[config.mk]
export PLATFORM = sky130hd
export DESIGN_NAME = four_level_page_walker_flat
export DESIGN_NICKNAME = d
export VERILOG_FILES = /design/src/sv/flpw_pkg.sv /design/src/sv/flpw_chan_if.sv /design/src/sv/four_level_page_walker.sv /design/src/flat_wrapper.sv
export SDC_FILE = /design/constraint.sdc
export NUM_CORES = 1
export LEC_CHECK = 0
export BUFFER_PORTS_ARGS = -buffer_cell sky130_fd_sc_hd__buf_2
export CELL_PAD_IN_SITES_DETAIL_PLACEMENT = 1
export CELL_PAD_IN_SITES_GLOBAL_PLACEMENT = 1
export CORE_MARGIN = 3
export CORE_UTILIZATION = 47
export DETAILED_ROUTE_END_ITERATION = 12
export MAX_ROUTING_LAYER = met4
export PLACE_DENSITY = 0.86
export SYNTH_ARGS = -nofsm -noshare
export SYNTH_HDL_FRONTEND = slang
export SYNTH_SLANG_ARGS = --single-unit
[constraint.sdc]
create_clock -name clk -period 9.95 [get_ports clk]
set_clock_uncertainty 0.2 [all_clocks]
set_input_delay 0 -clock clk [delete_from_list [all_inputs] [get_ports clk]]
set_output_delay 0 -clock clk [all_outputs]
set_load 0.01 [all_outputs]
[src/sv/flpw_pkg.sv]
// Shared types and constants for the four-level page walker.
`timescale 1ns / 1ps

package flpw_pkg;

    localparam int unsigned VA_W   = 48;
    localparam int unsigned DATA_W = 64;
    localparam int unsigned LVL_W  = 2;
    localparam int unsigned CFG_IDX_W = 2;

    // Entry bits that matter to the walk.
    localparam int unsigned VALID_POS = 0;
    localparam int unsigned LARGE_POS = 7;

    localparam logic [LVL_W-1:0] TOP_LEVEL  = 2'd0;
    localparam logic [LVL_W-1:0] LAST_LEVEL = 2'd3;

    typedef enum logic
    {
        OP_TRANSLATE = 1'b0,
        OP_RESPONSE  = 1'b1
    } opcode_t;

    typedef enum logic
    {
        KIND_READ = 1'b0,
        KIND_DONE = 1'b1
    } result_kind_t;

    typedef enum logic [CFG_IDX_W-1:0]
    {
        REG_PTE_BASE = 2'd0,
        REG_PDE_BASE = 2'd1,
        REG_PPE_BASE = 2'd2,
        REG_PXE_BASE = 2'd3
    } cfg_index_t;

    typedef struct packed
    {
        opcode_t             opcode;
        logic [VA_W-1:0]     virt_addr;
        logic [DATA_W-1:0]   entry_data;
    } walk_item_t;

    typedef struct packed
    {
        result_kind_t        result_kind;
        logic [DATA_W-1:0]   read_addr;
        logic [DATA_W-1:0]   phys_addr;
        logic                not_present;
    } walk_result_t;

endpackage

[src/sv/flpw_chan_if.sv]
// Valid/ready channel interface that carries one payload per transaction.
`timescale 1ns / 1ps

interface flpw_chan_if #(
    parameter type payload_t = logic
);
    logic     valid;
    logic     ready;
    payload_t payload;

    modport source
    (
        output valid,
        output payload,
        input  ready
    );

    modport sink
    (
        input  valid,
        input  payload,
        output ready
    );
endinterface

[src/sv/four_level_page_walker.sv]
// Top level of the four-level page walker: input stage, walk logic and result register.
`timescale 1ns / 1ps

// The walker translates a 48-bit virtual address through four page table
// levels reached by a recursive self-map. A translate transaction on cmd
// (opcode OP_TRANSLATE) starts a walk and produces a read request for the
// top-level entry on res; every response transaction (opcode OP_RESPONSE)
// either produces the read request for the next level or finishes the walk
// with the physical address, or with not_present set when an entry was
// invalid. A translate that arrives during a walk, and a response that
// arrives while idle, are dropped and give no result. The block takes one
// transaction per clock cycle while it is not held back by a full result
// register: a transaction is first captured in an input register, and from
// there the entry address add or the frame plus offset add is done and
// written into the result register, which offers the result on res. The
// result register frees the input side: a new transaction is taken while a
// result waits to be taken, and only a full result register that is not
// being drained holds back the stage that is about to produce a result. The
// user must write the four base registers through the cfg port only while no
// walk is in progress; the block itself does not enforce this.
module four_level_page_walker
    import flpw_pkg::*;
(
    input  logic                  clk,
    input  logic                  rst_n,

    input  logic                  cfg_we,
    input  logic [CFG_IDX_W-1:0]  cfg_index,
    input  logic [DATA_W-1:0]     cfg_data,

    flpw_chan_if.sink             cmd,
    flpw_chan_if.source           res
);

    // Configuration registers.
    logic [DATA_W-1:0] pte_base_reg;
    logic [DATA_W-1:0] pde_base_reg;
    logic [DATA_W-1:0] ppe_base_reg;
    logic [DATA_W-1:0] pxe_base_reg;

    // Walk state.
    logic              walk_busy_reg;
    logic              walk_busy_next;
    logic [LVL_W-1:0]  walk_level_reg;
    logic [LVL_W-1:0]  walk_level_next;
    logic [VA_W-1:0]   saved_vaddr_reg;
    logic [VA_W-1:0]   saved_vaddr_next;

    // Input stage.
    logic              in_valid_reg;
    walk_item_t        in_item_reg;

    // Result stage.
    logic              res_valid_reg;
    walk_result_t      res_item_reg;

    // Stage control.
    logic              cmd_fire;
    logic              stage_fire;
    logic              out_free;
    logic              has_result;
    walk_result_t      res_item_next;

    // Walk datapath.
    logic [VA_W-1:0]   addr_va;
    logic [LVL_W-1:0]  addr_level;
    logic [DATA_W-1:0] addr_base;
    logic [DATA_W-1:0] addr_index;
    logic [DATA_W-1:0] entry_address;
    logic [DATA_W-1:0] page_offset;
    logic [DATA_W-1:0] frame_address;
    logic              entry_valid;
    logic              entry_large;
    logic              walk_ends;

    //------------------------------------------------------------------
    // Configuration writes. The register index covers exactly the four
    // base registers.
    //------------------------------------------------------------------
    always_ff @(posedge clk or negedge rst_n)
    begin
        if (!rst_n)
        begin
            pte_base_reg <= '0;
            pde_base_reg <= '0;
            ppe_base_reg <= '0;
            pxe_base_reg <= '0;
        end
        else if (cfg_we)
        begin
            case (cfg_index_t'(cfg_index))
                REG_PTE_BASE: pte_base_reg <= cfg_data;
                REG_PDE_BASE: pde_base_reg <= cfg_data;
                REG_PPE_BASE: ppe_base_reg <= cfg_data;
                REG_PXE_BASE: pxe_base_reg <= cfg_data;
                default:      pte_base_reg <= pte_base_reg;
            endcase
        end
    end

    //------------------------------------------------------------------
    // Handshakes. The input register moves on whenever its content
    // either gives no result or finds room in the result register.
    //------------------------------------------------------------------
    assign out_free   = !res_valid_reg || res.ready;
    assign stage_fire = in_valid_reg && (!has_result || out_free);
    assign cmd.ready  = !in_valid_reg || stage_fire;
    assign cmd_fire   = cmd.valid && cmd.ready;

    assign res.valid   = res_valid_reg;
    assign res.payload = res_item_reg;

    always_ff @(posedge clk or negedge rst_n)
    begin
        if (!rst_n)
        begin
            in_valid_reg <= 1'b0;
        end
        else if (cmd.ready)
        begin
            in_valid_reg <= cmd.valid;
        end
    end

    always_ff @(posedge clk)
    begin
        if (cmd_fire)
        begin
            in_item_reg <= cmd.payload;
        end
    end

    //------------------------------------------------------------------
    // Walk logic. A start reads the top-level entry of the new address;
    // a response that continues the walk reads the next level's entry of
    // the saved address.
    //------------------------------------------------------------------
    assign entry_valid = in_item_reg.entry_data[VALID_POS];
    assign entry_large = in_item_reg.entry_data[LARGE_POS];
    assign walk_ends   = !entry_valid || (walk_level_reg == LAST_LEVEL) || entry_large;

    always_comb
    begin
        if (in_item_reg.opcode == OP_TRANSLATE)
        begin
            addr_va    = in_item_reg.virt_addr;
            addr_level = TOP_LEVEL;
        end
        else
        begin
            addr_va    = saved_vaddr_reg;
            addr_level = walk_level_reg + LVL_W'(1);
        end
    end

    // Entry index: the virtual address bits above the level's shift,
    // scaled by the 8-byte entry size.
    always_comb
    begin
        case (addr_level)
            2'd0:
            begin
                addr_base  = pxe_base_reg;
                addr_index = DATA_W'({addr_va[47:39], 3'b000});
            end
            2'd1:
            begin
                addr_base  = ppe_base_reg;
                addr_index = DATA_W'({addr_va[47:30], 3'b000});
            end
            2'd2:
            begin
                addr_base  = pde_base_reg;
                addr_index = DATA_W'({addr_va[47:21], 3'b000});
            end
            default:
            begin
                addr_base  = pte_base_reg;
                addr_index = DATA_W'({addr_va[47:12], 3'b000});
            end
        endcase
    end

    assign entry_address = addr_index + addr_base;

    // Offset within the page that the current level maps: 512 GiB at the
    // top level down to 4 KiB at the last level.
    always_comb
    begin
        case (walk_level_reg)
            2'd0:    page_offset = DATA_W'(saved_vaddr_reg[38:0]);
            2'd1:    page_offset = DATA_W'(saved_vaddr_reg[29:0]);
            2'd2:    page_offset = DATA_W'(saved_vaddr_reg[20:0]);
            default: page_offset = DATA_W'(saved_vaddr_reg[11:0]);
        endcase
    end

    assign frame_address = DATA_W'({in_item_reg.entry_data[47:12], 12'h000}) + page_offset;

    always_comb
    begin
        walk_busy_next   = walk_busy_reg;
        walk_level_next  = walk_level_reg;
        saved_vaddr_next = saved_vaddr_reg;
        has_result       = 1'b0;

        res_item_next.result_kind = KIND_READ;
        res_item_next.read_addr   = entry_address;
        res_item_next.phys_addr   = '0;
        res_item_next.not_present = 1'b0;

        if (in_item_reg.opcode == OP_TRANSLATE)
        begin
            // A translate during a walk is dropped.
            if (!walk_busy_reg)
            begin
                has_result       = 1'b1;
                walk_busy_next   = 1'b1;
                walk_level_next  = TOP_LEVEL;
                saved_vaddr_next = in_item_reg.virt_addr;
            end
        end
        else if (walk_busy_reg)
        begin
            has_result = 1'b1;
            if (walk_ends)
            begin
                walk_busy_next            = 1'b0;
                walk_level_next           = TOP_LEVEL;
                res_item_next.result_kind = KIND_DONE;
                res_item_next.read_addr   = '0;
                res_item_next.not_present = !entry_valid;
                res_item_next.phys_addr   = entry_valid ? frame_address : '0;
            end
            else
            begin
                walk_level_next = walk_level_reg + LVL_W'(1);
            end
        end
    end

    always_ff @(posedge clk or negedge rst_n)
    begin
        if (!rst_n)
        begin
            walk_busy_reg   <= 1'b0;
            walk_level_reg  <= TOP_LEVEL;
            saved_vaddr_reg <= '0;
        end
        else if (stage_fire)
        begin
            walk_busy_reg   <= walk_busy_next;
            walk_level_reg  <= walk_level_next;
            saved_vaddr_reg <= saved_vaddr_next;
        end
    end

    //------------------------------------------------------------------
    // Result register.
    //------------------------------------------------------------------
    always_ff @(posedge clk or negedge rst_n)
    begin
        if (!rst_n)
        begin
            res_valid_reg <= 1'b0;
        end
        else if (out_free)
        begin
            res_valid_reg <= stage_fire && has_result;
        end
    end

    always_ff @(posedge clk)
    begin
        if (stage_fire && has_result && out_free)
        begin
            res_item_reg <= res_item_next;
        end
    end

    //------------------------------------------------------------------
    // Assertions.
    //------------------------------------------------------------------

    // An idle walker always sits at the top level.
    assert property (@(posedge clk) disable iff (!rst_n)
        !walk_busy_reg |-> (walk_level_reg == TOP_LEVEL))
    else $error("walker idle away from the top level");

    // A finished translation leaves the walker idle; a read request keeps it busy.
    assert property (@(posedge clk) disable iff (!rst_n)
        (stage_fire && has_result) |=>
            (walk_busy_reg == (res_item_reg.result_kind == KIND_READ)))
    else $error("walk state disagrees with the result just produced");

    // A translation that hit an invalid entry reports physical address zero.
    assert property (@(posedge clk) disable iff (!rst_n)
        (res_valid_reg && res_item_reg.not_present) |->
            (res_item_reg.result_kind == KIND_DONE && res_item_reg.phys_addr == '0))
    else $error("not-present result carries a physical address");

endmodule

[src/flat_wrapper.sv]
// flat-port wrapper written by rule: the top's interface ports become plain ports
module four_level_page_walker_flat import flpw_pkg::*;
  (clk, rst_n, cfg_we, cfg_index, cfg_data, cmd_valid, cmd_payload, cmd_ready, res_valid, res_payload, res_ready);
  flpw_chan_if #(.payload_t(walk_item_t)) cmd_i ();
  flpw_chan_if #(.payload_t(walk_result_t)) res_i ();
  input  logic clk;
  input  logic rst_n;
  input  logic cfg_we;
  input  logic [CFG_IDX_W-1:0] cfg_index;
  input  logic [DATA_W-1:0] cfg_data;
  input wire logic [$bits(cmd_i.valid)-1:0] cmd_valid;
  input wire logic [$bits(cmd_i.payload)-1:0] cmd_payload;
  output wire logic [$bits(cmd_i.ready)-1:0] cmd_ready;
  output wire logic [$bits(res_i.valid)-1:0] res_valid;
  output wire logic [$bits(res_i.payload)-1:0] res_payload;
  input wire logic [$bits(res_i.ready)-1:0] res_ready;
  assign cmd_i.valid = cmd_valid;
  assign cmd_i.payload = cmd_payload;
  assign cmd_ready = cmd_i.ready;
  assign res_valid = res_i.valid;
  assign res_payload = res_i.payload;
  assign res_i.ready = res_ready;
  four_level_page_walker u_core (.clk(clk), .rst_n(rst_n), .cfg_we(cfg_we), .cfg_index(cfg_index), .cfg_data(cfg_data), .cmd(cmd_i), .res(res_i));
endmodule
==> run metrics, run 1 <==
status=complete, no violations; Vias/cell=6.38; final worst setup slack=3030 ps; XOR/XNOR share of the synthesized area=1.55%; largest family of logic cells by synthesized area=multiplexers; max_cap viols=0; register area share after synthesis=53.1%; Post-Synth Simple-Gate Area=10.1%; CTS tree=built; TritonCTS sink count=511; CP max FO=163; Avg WL per Cell=29.5 um; die area=58,200 um2; mux cell area share after synthesis=17.2%; synth unique cells=73; Synth Area in Compound Gates=11.7%; Clock transition at path regs=70 ps; synthesized flop and latch total=511; crit end category=flop; root buffer cell=clkbuf_16; metal2 WL=49,900 um; H-tree levels=2; Tightest Hold Check Type=primary input to flop; switching power=3.68 mW; Setup crit start=u_core.walk_level_reg[0]$_DFFE_PN0P_; # setup viols final=0; average cell area after synthesis=11.9 um2; top_reg_cell synth=dfrtp_1; Worst Tran Pin Value=1170 ps; fraction of layout cells with a size suffix above 1=28.6%; initial antenna violation count=21; Leak=13.6 nW; Placed Instances=3,054; Cell Rows=85; worst path bufs/invs=2; CP top delay family=compound AO/OA/AOI/OAI gates; Post-Route WL=102,000 um; R2R Path Start=u_core.walk_level_reg[0]$_DFFE_PN0P_; minimum clock period=6920 ps; Post-synth EDFFs=202; Slew HR=22.1%; DRC=0; dpl hpwl=55,600 um; Critical Path Most Common Cell=a21oi_1; Critical-path top delay cell=o21ai_1; Port-buffer cells=274; first-pass GRT wire length=149,000 um; ranking of synthesized cells by area=dfrtp_1 (30%), edfxtp_1 (23%), mux2_2 (15%); total global routing overflow=0; IO Pins=316; asr flop ratio synth=60.5%; Storage cell area=13,800 um2; Synth Warn #=0; Worst Hold Launch=cfg_data[4]; Die W=241 um; routed wl met3=8440 um; number of fill cells=5,505; Starting Density=47.9%; clock latency on the worst-skew pair=630 ps; Max clock buf depth=3; switch share=40.2%; Setup CP Type=flop to flop; CTS resizes=0; post-route ant nets=0; Flop pwr share=34.3%; P_int=5.47 mW; combinational cell fraction of total power=41.2%; Final Hold Viols=0; setup bufs post-CTS=0; chip height=241 um; fin. max-slew vios=0; WP data required=10,140 ps; synthesized instance count=2,186; top cell type's share of synthesized area=29.7%; RSZ-0062 raised after global routing=no; post-synth top area cell=dfrtp_1; Max Fclk=0.144 GHz; nets@finish=2,946; routed vias=22.1k; Worst setup SP type=flop; peak supply drop=0.000151 V; pin count of the biggest net entering global routing=164; adder-cell share of the synthesized area=3.47%; area of the core=54,200 um2; Placement Setup Slack=3450 ps; CTS buffer count=55; data arrival time of the worst path=7120 ps; period utilisation layout=69.6%; top cells by count, synth=mux2_2 (356), dfrtp_1 (309), edfxtp_1 (202), a21oi_1 (144), nor2_1 (135); pwr/cell area=280 nW/um2; M1 wire length=37,300 um; most frequent cell after synthesis=mux2_2; vias in the first global route=23.6k; Top Layer Used=met4; CP max stage delay=880 ps; max reg flops=115; synthesized area=26,000 um2; area of the multi-input gates=11,500 um2; Sum Neg Setup Slack=0 ps; gpl congestion=0.876; drt first pass iters=5; crit-path cells=inv_2 -> ha_4 -> buf_12 -> mux2i_1 -> nand2_1 -> a31o_2 -> ha_1 -> a21oi_1 -> nor2_1 -> a211oi_1 -> a21oi_1 -> o2111a_1 -> o21ai_1 -> o21ai_0 -> o31ai_1; Post-Layout Cell Count=3,459; Layout area overhead=25.6%; GRT Total Usage=34.8%; # hold bufs at CTS=276; Clock Power Share=24.4%; Initial DRC Count=2,263
==> final timing paths <==
kind / end / slack (ps) / cells past startpoint
worst max register to register: u_core.res.payload[107]$_DFFE_PP_ / 3030 / 15
worst max-delay path: u_core.res.payload[107]$_DFFE_PP_ / 3030 / 15
min in group asynchronous: u_core.ppe_base_reg[42]$_DFFE_PN0P_ / 360 / 4
worst min-delay path: u_core.pte_base_reg[4]$_DFFE_PN0P_ / 7 / 3
max in group asynchronous: u_core.ppe_base_reg[26]$_DFFE_PN0P_ / 7280 / 5
worst min register to register: u_core.saved_vaddr_reg[31]$_DFFE_PN0P_ / 290 / 1
==> power by group through the flow <==
stage                     Clock (mW)  Combinational [mW]  Sequential, mW
after detailed placement           0                3.29            3.10
final                           2.23                3.77            3.14
after global placement             0                3.15            3.06
after CTS                       2.20                3.43            3.08
after global routing            2.33                3.96            3.16
after floorplan                    0                2.28            3.03
==> worst min-delay path, stage by stage <==
cell	delay, ps
dlygate4sd3_1	510
buf_2	120
mux2_2	140
==> area by class of cell <==
type | count | share of cell area, %
inverter | 32 | 0.368
timing repair buffer | 573 | 13.3
clock buffer | 73 | 4.73
clock inverter | 30 | 1.11
antenna | 26 | 0.199
multi-input combinational | 1518 | 35.3
tap | 696 | 2.67
sequential | 511 | 42.3
==> routing by layer <==
layer / global-route usage [%] / vias up
met5: - / -
met4: 17.9 / 0
met3: 8.23 / 469
met2: 57.7 / 1301
met1: 39.3 / 11200
li1: - / 9127
==> cells in the final DEF, fill, tap and decap left out, types with 13 or more instances in the layout <==
cell type,Yosys,routed
a211oi_1,17,17
a21o_1,42,42
a21oi_1,144,144
a31o_2,15,15
a31oi_1,24,24
and2_1,51,50
and3_1,23,22
buf_2,18,273
buf_4,21,22
clkbuf_16,0,56
conb_1,1,15
dfrtp_1,309,308
diode_2,0,26
dlygate4sd3_1,0,275
edfxtp_1,202,202
ha_1,69,68
inv_1,30,30
mux2_2,356,356
mux2i_1,37,37
nand2_1,95,94
nand2b_1,23,23
nand3_1,32,31
nand3b_1,43,43
nand4_1,27,27
nor2_1,135,134
nor2b_1,14,13
nor3_1,26,26
o21a_1,15,15
o21ai_0,96,96
o22ai_1,55,55
xnor2_1,25,25
xor2_1,21,21
==> metrics by stage <==
stage	instance area, um2	power, mW	hold slack [ps]	utilization (%)
detailed placement	27900	6.39	-140	51.4
global route	32600	9.46	17.1	60.2
finish	32700	9.14	7.19	60.2
CTS	32600	8.71	0.233	60.1
global placement	27900	6.20	-163	51.4
floorplan	26100	5.31	-496	-
==> logic make-up after synthesis <==
group | count (synthesis)
flops | 511
simple gates | 502
compound gates | 486
mux | 398
buf+inv | 171
fa+ha+maj | 71
xor+xnor | 46
other cells | 1
No activity file was read; power rests on OpenSTA's default activity.
==> run 2: changes to the inputs <==
--- a/config.mk
+++ b/config.mk
@@ -9,10 +9,10 @@
 export CELL_PAD_IN_SITES_DETAIL_PLACEMENT = 1
 export CELL_PAD_IN_SITES_GLOBAL_PLACEMENT = 1
 export CORE_MARGIN = 3
-export CORE_UTILIZATION = 47
+export CORE_UTILIZATION = 43
 export DETAILED_ROUTE_END_ITERATION = 12
 export MAX_ROUTING_LAYER = met4
-export PLACE_DENSITY = 0.86
+export PLACE_DENSITY = 0.83
 export SYNTH_ARGS = -nofsm -noshare
 export SYNTH_HDL_FRONTEND = slang
 export SYNTH_SLANG_ARGS = --single-unit
==> constraint.sdc (replaced) <==
create_clock -name clk -period 6.02 [get_ports clk]
set_clock_uncertainty 0.2 [all_clocks]
set_input_delay 0 -clock clk [delete_from_list [all_inputs] [get_ports clk]]
set_output_delay 0 -clock clk [all_outputs]
set_load 0.01 [all_outputs]
==> run 2 against run 1 <==
Net effect:
- final cell count rose by 2.3%
- sequential power rose by 63%
- routed wire length shrank 9.4%
==> run metrics, run 2 (synthesis gave the netlist of run 1 again) <==
status=complete, no violations; CTS tree=built; Flop pwr share=35.4%; pwr/cell area=442 nW/um2; Setup CP Type=flop to flop; GRT Total Usage=29.5%; TritonCTS sink count=511; switching power=5.65 mW; Vias/cell=5.93; setup bufs post-CTS=0; CTS buffer count=55; max reg flops=115; Starting Density=43.7%; nets@finish=2,963; area of the multi-input gates=11,500 um2; combinational cell fraction of total power=41.1%; worst r2r path cells=16; post-route ant nets=0; Avg WL per Cell=26.1 um; drt first pass iters=6; RSZ-0062 raised after global routing=no; fraction of layout cells with a size suffix above 1=28.6%; H-tree levels=2; CP max FO=97; P_int=8.84 mW; root buffer cell=clkbuf_16; area of the core=59,500 um2; switch share=39.0%; peak supply drop=0.000249 V; Initial DRC Count=1,590; first-pass GRT wire length=141,000 um; number of fill cells=6,177; fin. max-slew vios=0; total global routing overflow=0; chip height=252 um; Cell Rows=89; Layout area overhead=26.2%; Tightest Hold Check Type=primary input to flop; hold path depth=3; # setup viols final=0; Max clock buf depth=3; period utilisation layout=90.9%; Post-Layout Cell Count=3,539; Clock transition at path regs=70 ps; Worst Tran Pin Value=1160 ps; die area=63,400 um2; dpl hpwl=55,200 um; gpl congestion=0.911; vias in the first global route=23.0k; Slew HR=22.5%; Clock Power Share=23.5%; commonest non-fill, non-tap cells in the layout=mux2_2 (356), dfrtp_1 (308), dlygate4sd3_1 (283), buf_2 (273), edfxtp_1 (202); Storage cell area=13,800 um2; hold_ws=35.9 ps; Max Fclk=0.183 GHz; pin count of the biggest net entering global routing=160; Port-buffer cells=274; placed inst area=28,100 um2; final instance area=32,800 um2; Placed Instances=3,140; IO Pins=316; Final Hold Viols=0; Leak=13.7 nW; minimum clock period=5470 ps; Worst setup SP type=flop; most common cell after layout, fill and taps aside=mux2_2; crit end category=flop; Sum Neg Setup Slack=0 ps; initial antenna violation count=13; data arrival time of the worst path=5740 ps; WP data required=6290 ps; clock latency on the worst-skew pair=640 ps; max_cap viols=0; DRC=0; Die W=252 um; Post-Route WL=92,500 um; routed vias=21.0k
[run 2: changes by cell type in the layout (fill, tap and decap cells not counted), moves of 3 or more]
cell	delta
buf_12	+6
clkbuf_8	+4
diode_2	-14
dlygate4sd3_1	+8
bufinv_16	-7
clkbuf_1	+4
buf_4	+3
[run 2: per-layer routing]
layer	vias to the layer above	track usage, %	routed length (um)
li1	9163	-	-
met1	10800	35.3	37100
met2	831	50.2	46700
met3	240	5.06	5380
met4	0	11.0	3340
met5	-	-	0
[run 2: cell type report]
type / count / share of cell area (%)
Inverter: 32 / 0.366
Timing Repair Buffer: 590 / 13.9
Clock buffer: 82 / 5.00
Multi-Input combinational cell: 1518 / 35.2
Tap cell: 773 / 2.95
Sequential cell: 511 / 42.1
Antenna cell: 12 / 0.0915
Clock inverter: 21 / 0.401
[run 2: worst paths after layout]
| kind | from | endpoint | slack [ps] |
|---|---|---|---|
| min | cfg_data[39] | u_core.pde_base_reg[39]$_DFFE_PN0P_ | 40 |
| min in group asynchronous | rst_n | u_core.saved_vaddr_reg[31]$_DFFE_PN0P_ | 390 |
| min reg2reg | u_core.in_item_reg[94]$_DFFE_PP_ | u_core.saved_vaddr_reg[30]$_DFFE_PN0P_ | 280 |
| max | u_core.walk_level_reg[0]$_DFFE_PN0P_ | u_core.res.payload[42]$_SDFFCE_PN0P_ | 550 |
| max reg2reg | u_core.walk_level_reg[0]$_DFFE_PN0P_ | u_core.res.payload[42]$_SDFFCE_PN0P_ | 550 |
| max in group asynchronous | rst_n | u_core.pxe_base_reg[2]$_DFFE_PN0P_ | 4380 |
[run 2: power by group through the flow]
stage	sequential [mW]	clock, mW	combinational (mW)
finish	5.13	3.41	5.95
global route	5.18	3.60	6.39
CTS	5.07	3.38	5.71
detailed placement	5.12	0	5.49
global placement	5.06	0	5.28
floorplan	5.00	0	3.76
[run 2: worst max-delay path, cell delays in order (launching register included)]
cell and delay [ps]:
dfrtp_4 430, buf_12 430, ha_1 260, nor2_1 40, nor2_1 130, a21o_1 310, nand2_1 170, inv_1 100
ha_1 260, a211oi_1 370, o21ai_0 240, a211oi_1 530, o21bai_1 270, o2111ai_1 480, nand4_1 510, a31o_2 420
a21oi_1 170
[run 2: repair_timing]
| item | 4_1_cts | 5_1_grt |
|---|---|---|
| hold buffers | 284 | 0 |
| resized for setup | 0 | 0 |
| endpoints found under the hold margin | 494 | 0 |
[run 2: through the flow]
step | power, mW | worst slack [ps] | util (%)
after floorplan | 8.77 | 276 | -
after global placement | 10.3 | 1050 | 47.3
after detailed placement | 10.6 | 783 | 47.3
after CTS | 14.2 | 724 | 55.1
after global routing | 15.2 | 265 | 55.2
final | 14.5 | 549 | 55.2
